`src/rtl/assert_macros.svh`:
```
// assertion macros shared by the reservation table rtl
// no dependencies; checks compile away when SYNTH is defined
`ifndef ASSERT_MACROS_SVH
`define ASSERT_MACROS_SVH
`ifndef SYNTH
// condition that holds at every clock edge out of reset
`define ASSERT_CLK(lbl, cond, msg) \
    lbl: assert property (@(posedge clk) disable iff (!rst_n) (cond)) else $error(msg);
// condition that implies another at the next clock edge
`define ASSERT_NEXT(lbl, pre, post, msg) \
    lbl: assert property (@(posedge clk) disable iff (!rst_n) (pre) |=> (post)) else $error(msg);
`else
`define ASSERT_CLK(lbl, cond, msg)
`define ASSERT_NEXT(lbl, pre, post, msg)
`endif
`endif

```
`src/rtl/srt_pkg.sv`:
```
// types, sizes and status codes for the sorted interval reservation table
// no dependencies; imported by srt_cell and the top level
package srt_pkg;

    localparam int ENTRIES   = 64;
    localparam int SEAT_BITS = 16;
    localparam int OWNER_W   = 16;
    localparam int STATUS_W  = 3;
    localparam int CNT_W     = $clog2(ENTRIES + 1);

    // request codes
    localparam logic ACT_RESERVE = 1'b0;
    localparam logic ACT_QUERY   = 1'b1;

    // result status codes
    localparam logic [STATUS_W-1:0] ST_RESERVED = 3'd0;
    localparam logic [STATUS_W-1:0] ST_OVERLAP  = 3'd1;
    localparam logic [STATUS_W-1:0] ST_FULL     = 3'd2;
    localparam logic [STATUS_W-1:0] ST_FREE     = 3'd3;
    localparam logic [STATUS_W-1:0] ST_TAKEN    = 3'd4;

    typedef logic [SEAT_BITS-1:0] seat_t;

    // input word
    typedef struct packed {
        logic                action;
        logic [15:0]         first_seat;
        logic [15:0]         last_seat;
        logic [OWNER_W-1:0]  owner_id;
        logic [15:0]         query_seat;
    } req_t;

    // result word
    typedef struct packed {
        logic [STATUS_W-1:0] status;
        logic [OWNER_W-1:0]  holder;
    } rsp_t;

    // one stored range
    typedef struct packed {
        seat_t               first;
        seat_t               last;
        logic [OWNER_W-1:0]  owner;
    } entry_t;

    // broadcast from the top level to every cell
    typedef struct packed {
        seat_t               seat;      // position searched for
        seat_t               bound;     // a hit needs range start at or below this
        logic                insert;    // write the new range this cycle
        entry_t              new_entry;
    } cell_ctl_t;

    // handed from each cell to the next one up
    typedef struct packed {
        logic                reach;     // some cell at or below ends at or past seat
        logic                after;     // this cell sits at or past the insert point
    } link_t;

endpackage

```
`src/rtl/srt_cell.sv`:
```
// one slot of the sorted range chain: holds a range, compares, shifts up on insert
// depends on srt_pkg
module srt_cell
    import srt_pkg::*;
(
    input  logic      clk,
    input  cell_ctl_t ctl,
    input  logic      occupied,
    input  link_t     link_in,
    input  entry_t    entry_in,
    output link_t     link_out,
    output entry_t    entry,
    output logic      hit,
    output logic [OWNER_W-1:0] holder
);

    entry_t entry_reg;
    entry_t entry_next;
    logic   reach_here;
    logic   first_reach;

    // this slot ends at or past the searched seat
    assign reach_here  = occupied && (entry_reg.last >= ctl.seat);
    assign first_reach = reach_here && !link_in.reach;

    assign link_out.reach = link_in.reach || reach_here;
    assign link_out.after = reach_here || !occupied;

    // the first reaching slot holds the seat if it starts early enough
    assign hit    = first_reach && (entry_reg.first <= ctl.bound);
    assign holder = hit ? entry_reg.owner : '0;
    assign entry  = entry_reg;

    // insert point takes the new range, slots above take their neighbor
    always_comb
    begin
        entry_next = entry_reg;
        if (ctl.insert)
        begin
            if (link_in.after)
                entry_next = entry_in;
            else if (link_out.after)
                entry_next = ctl.new_entry;
        end
    end

    always_ff @(posedge clk)
    begin
        entry_reg <= entry_next;
    end

endmodule

```
`config.mk`:
```
export PLATFORM = sky130hd
export DESIGN_NAME = srt_cell
export DESIGN_NICKNAME = d
export VERILOG_FILES = /design/src/rtl/assert_macros.svh /design/src/rtl/srt_pkg.sv /design/src/rtl/srt_cell.sv
export SDC_FILE = /design/constraint.sdc
export NUM_CORES = 1
export LEC_CHECK = 0
export ABC_AREA = 1
export BUFFER_PORTS_ARGS = -buffer_cell sky130_fd_sc_hd__buf_4
export CORE_MARGIN = 2
export CORE_UTILIZATION = 30
export DETAILED_ROUTE_END_ITERATION = 6
export PLACE_DENSITY = 0.65
export SLEW_MARGIN = 25
export SYNTH_ARGS = -nofsm -noshare
export SYNTH_HDL_FRONTEND = slang
export SYNTH_SLANG_ARGS = --single-unit
```
`constraint.sdc`:
```
create_clock -name clk -period 4.8 [get_ports clk]
set_input_delay 0.96 -clock clk [delete_from_list [all_inputs] [get_ports clk]]
set_output_delay 0.96 -clock clk [all_outputs]
set_load 0.01 [all_outputs]
```
### Word-level counts from Yosys, hierarchy flattened

Index checks and enable logic that the tools add are counted.

| storage, ports and cells | value |
|---|---|
| register bits after elaboration | 48 |
| input bits | 133 |
| logic and storage cells | 17 |

| cells by class | value |
|---|---|
| $lt $le $gt $ge | 2 |
| multiplexer cells | 3 |
| reductions and logical operators | 9 |

Operators by type and width:

| cell | count |
|---|---|
| 2-to-1 mux 48 bit | 2 |
| greater-or-equal comparator 16 bit | 1 |
| less-or-equal comparator 16 bit | 1 |
| 2-to-1 mux 16 bit | 1 |
| logical AND 1 bit | 3 |
| zero test 1 bit | 2 |
| logical OR 1 bit | 2 |
| AND reduction 2 bit | 1 |
| nonzero test 2 bit | 1 |

### Logic depth before layout (Yosys ltp)

| logic depth | value |
|---|---|
| depth in word-level cells | 5 |
| depth in mapped cells | 15 |

### Worst setup path after synthesis

No wires, ideal clock.

| timing path | value |
|---|---|
| kind | input to register |
| start | input port ctl[80] in the netlist's numbering |
| end | register entry_reg (netlist bit entry[0]) (enable) |
| arrival time | 2.859 ns |
| data required time | 4.398 ns |
| setup slack | 1.539 ns |
| cell stages on the path | 10 |
| path through | inv_1 -> ha_1 -> nand2_2 -> nor4_2 -> nand2_1 -> nand2_2 -> inv_1 -> nand3_1 -> nand2_1 -> inv_1 |

| on the way | value |
|---|---|
| longest elaborated chain between the ends | 5 |

Ends and longest elaborated chain:

| item | line | source |
|---|---|---|
| start: declaration | srt_cell.sv:7 | `input cell_ctl_t ctl,` |
| greater-or-equal comparator 16 bit | srt_cell.sv:23 | `assign reach_here = occupied && (entry_reg.last >= ctl.seat);` |
| logical AND 1 bit | srt_cell.sv:23 |  |
| logical OR 1 bit | srt_cell.sv:27 | `assign link_out.after = reach_here \|\| !occupied;` |
| nonzero test 2 bit (no source line) | -- |  |
| AND reduction 2 bit (no source line) | -- |  |
| end signal: assignment | srt_cell.sv:49 | `entry_reg <= entry_next;` |
| end: declaration | srt_cell.sv:17 | `entry_t entry_reg;` |

No other way between the ends.
A chain may end at the register's enable or synchronous reset.

### Final worst setup path

| timing path | value |
|---|---|
| start | input port ctl[56] in the netlist's numbering |
| end | output port holder[5] |

| on the way | value |
|---|---|
| longest elaborated chain between the ends | 3 |

Ends and longest elaborated chain:

| item | line | source |
|---|---|---|
| less-or-equal comparator 16 bit | srt_cell.sv:30 | `assign hit = first_reach && (entry_reg.first <= ctl.bound);` |
| logical AND 1 bit | srt_cell.sv:30 |  |
| 2-to-1 mux 16 bit | srt_cell.sv:31 | `assign holder = hit ? entry_reg.owner : '0;` |
| end: declaration | srt_cell.sv:14 | `output logic [OWNER_W-1:0] holder` |

No other way between the ends.

==> impl.org <==
** Logic synthesis
- Post-synth top flop :: sky130_fd_sc_hd__edfxtp_1
- Post-synthesis average cell area :: 8.13 µm²
- Ranked by instance count, the synthesized netlist is headed by sky130_fd_sc_hd__nand2_1 (182), sky130_fd_sc_hd__inv_1 (61), sky130_fd_sc_hd__edfxtp_1 (48).
- Post-synthesis async set-or-reset flop share :: 0%
- Synth cell types :: 22
- For this run, the register share of the synthesized area comes to 45.7%.
- The synthesized netlist devotes 0% of its cell area to XOR and XNOR gates.
- Measured against the total synthesized area, the mux share comes to 0%.
- Combinational family with the most area after synthesis :: simple AND/OR/NAND/NOR gates
- Synthesis inferred 48 register bits.
- In this run the cell area of the synthesized design comes to between 0.003 and 0.004 mm².
- Warnings from Yosys :: 0
- The share of synthesized area in the top cell type comes to between 40% and 50%.
- Most common cell in the synthesized netlist :: sky130_fd_sc_hd__nand2_1
- Summing the areas of all compound-gate instances in the mapped netlist gives approximately 3.5% of the synthesized area.
- After Yosys synthesis, and, or, nand and nor cells account for roughly 29% of the synthesized area.
- Number of nets produced by synthesis :: about 550
- Cells taking the most area after synthesis :: sky130_fd_sc_hd__edfxtp_1 (46%), sky130_fd_sc_hd__nand2_1 (22%), sky130_fd_sc_hd__ha_1 (13%)
- Synthesis handed over a netlist of about 390 instances.
- Number of synthesized flops with an enable pin :: 48
- Cell type with the highest aggregate area in the netlist :: sky130_fd_sc_hd__edfxtp_1
- The synthesized netlist devotes between 10 and 15% of its cell area to adder and majority cells.

** Setup path
- Critical path data required time :: ~3.8 ns
- In this design, the critical path's most frequently occurring cell is sky130_fd_sc_hd__nand2_1.
- Worst setup SP type :: primary input
- The signal on the critical path passes through buf_4 -> inv_1 -> ha_1 -> nand2_1 -> nor2_1 -> nand2_1 -> nand2_1 -> nand2_1 -> a21oi_4 -> nor3_1 -> buf_4.
- Category of the critical setup timing path :: primary input to output port
- For this design, the slowest cell found on the critical path is sky130_fd_sc_hd__a21oi_4.
- In this run the worst path has a maximum fanout of 17.
- Data arrives at the worst endpoint at about 2.7 ns.
- STA classifies the critical path endpoint as an output port.
- Critical path's largest stage delay :: approximately 0.57 ns

** Layout
- Share of final-layout standard cells stronger than drive strength 1 :: a little under two fifths
- The register with the most flip-flops in the layout has 48 of them.
- Relative to the synthesized area, the layout overhead comes to 53.7%.
- Net count reported at finish :: around 750
- # fillers :: roughly 1,000
- 0 antenna diodes ended up in the layout.

** Timing
- Final number of max-transition violations :: 0
- Slew headroom :: a little under half
- Actual transition at the worst max-transition pin :: ~0.82 ns
- Upper clock frequency limit :: 276 MHz
- The count of endpoints failing hold in the final timing report came to 0.
- Setup repair after global routing left no endpoint under its margin.
- Final hold slack :: 0.928 ns
- Final sum of negative setup slack :: 0 ns
- Post-layout minimum cycle time :: 3.62 ns
- Final setup fails :: 0
- Clock skew on the completed layout was measured at 0.00774 ns.
- Post-route clock period utilization :: between 70% and 80%

** Clock tree
- Number of H-tree levels :: 2
- Post-CTS Hold Buffers :: 0
- After clock tree synthesis, the clock-pin slew on the worst setup and hold paths is 0.09 ns.
- The longest clock path from root to sink contains 2 buffers.
- Clock latency on the worst-skew pair :: ~0.29 ns
- Once the clock tree was built, the resizer swapped 0 gates to a different size.
- Buffers added to address setup during post-CTS repair amount to 0.
- Buffer type at the clock tree root :: sky130_fd_sc_hd__clkbuf_8
- TritonCTS created 5 clock buffers.
- TritonCTS built the clock tree.
- Clock sink count :: 48

** Place
- Gpl congestion :: roughly 0.80
- Final HPWL DP :: ~7000 µm
- IO Port Bufs :: around 200

** Floorplan
- For this design the top-level I/O count stands at 200.
- Row cnt :: 37
- The die is 107 µm wide.
- Die ar. :: between 0.01 and 0.015 mm²
- The initial utilization of the core area, before any placement, comes to 30.7%.
- Area of the core :: a little over 0.01 mm²
- Die height :: about 110 µm

** Run status
- Run status :: completed

** Routing
- Via count :: 3,099
- Dividing the detail-routed wire length by the instance count gives approximately 12 µm.
- Using the TritonRoute via totals, the vias-per-cell ratio works out to 4.30.
- DR iter-0 viols :: between 100 and 150
- In the routed design, unresolved DRC markers number 0.
- Post-Route WL :: about 9000 µm
- For this run, the detailed router's first-pass iteration total came to 4.
- In this run the remaining antenna-violating nets after routing total 0.

** GRT
- Global routing consumed, over all layers together, between 10% and 20% of the routing resources.
- Entering global routing, the biggest net connects 50 pins.
- First-pass GRT wire length :: roughly 14,000 µm
- Vias in the first global route :: about 3,200
- Overflow left after global routing :: 0
- Number of antenna violations at the first check in global routing :: 0

** Min path
- Hold/Removal Path Class :: primary input to flop

** Power
- In this run the power density over the cells is ~220 mW/mm².
- The analysis attributes to cell leakage a power of 2.66 nW.
- Overall power consumption after layout is estimated at between 1 and 1.5 mW.
- Across the VDD grid, the largest voltage drop is 0.117 mV.

** Run
- Across the run, the number of max-cap violations was 0.
==> final cells by class <==
type	instances	area (µm²)	share of cell area (%)
clock buffer	5	68.8	1.42
timing repair buffer	200	1500	31.0
sequential	48	1440	29.7
inverter	61	230	4.75
multi-input combinational	267	1420	29.3
clock inverter	3	13.8	0.284
tap	136	170	3.51
==> cell usage in the layout (no fill, tap or decap), drive strengths merged <==
cell | synthesis | final
a21o | 1 | 1
a21oi | 14 | 14
buf | 4 | 200
clkbuf | 8 | 5
clkinv | 0 | 5
edfxtp | 48 | 48
ha | 32 | 32
inv | 61 | 59
nand2 | 184 | 184
nand3 | 3 | 3
nand4 | 1 | 1
nor2 | 11 | 11
nor3 | 16 | 16
nor4 | 1 | 1
o21a | 1 | 1
o21ai | 3 | 3
==> final timing paths <==
| check | depth (start not counted) | slack, ns | to | startpoint |
|---|---|---|---|---|
| worst max register to register | 13 | 2.14 | entry[2] | entry[19] |
| worst max-delay path | 11 | 1.18 | holder[5] | ctl[56] |
| worst min register to register | 9 | 1.82 | entry[31] | entry[31] |
| worst min-delay path | 3 | 0.93 | entry[45] | ctl[45] |
==> kinds of logic after synthesis <==
group                    after synthesis
AND/OR/NAND/NOR                      216
buffers and inverters                 73
flip-flops                            48
adder cells (fa/ha/maj)               32
AO/OA/AOI/OAI                         19
==> power breakdown <==
group,switching [mW],leakage (nW),internal (mW)
clock network,0.128,0.0453,0.0991
logic,0.159,2.14,0.163
registers,0.0186,0.469,0.505
==> worst max-delay path: cells and delay by family <==
family / cells / cell delay [ns]
adder cells (fa/ha/maj): 1 / 0.28
AND/OR/NAND/NOR: 6 / 0.55
buffers and inverters: 3 / 0.29
AO/OA/AOI/OAI: 1 / 0.57
==> routing by layer <==
layer | wire, µm | track usage [%] | up-vias | part of all wire, %
li1 | - | - | 1605 | -
met1 | 3680 | 18.3 | 1366 | 41
met2 | 4390 | 28.2 | 121 | 49
met3 | 705 | 3.68 | 7 | 8.0
met4 | 96 | 3.53 | 0 | 1.1
met5 | 0 | 0 | - | 0
==> per-stage QoR <==
stage | instances | instance area [µm²] | worst slack (ns) | util (%)
global placement | 712 | 4760 | 1.20 | 46.4
global route | 720 | 4850 | 1.01 | 47.2
detailed placement | 712 | 4760 | 1.16 | 46.4
floorplan | 388 | 3150 | 1.54 | -
CTS | 720 | 4850 | 1.16 | 47.2
finish | 720 | 4850 | 1.18 | 47.2
No activity file was read; power rests on OpenSTA's default activity.
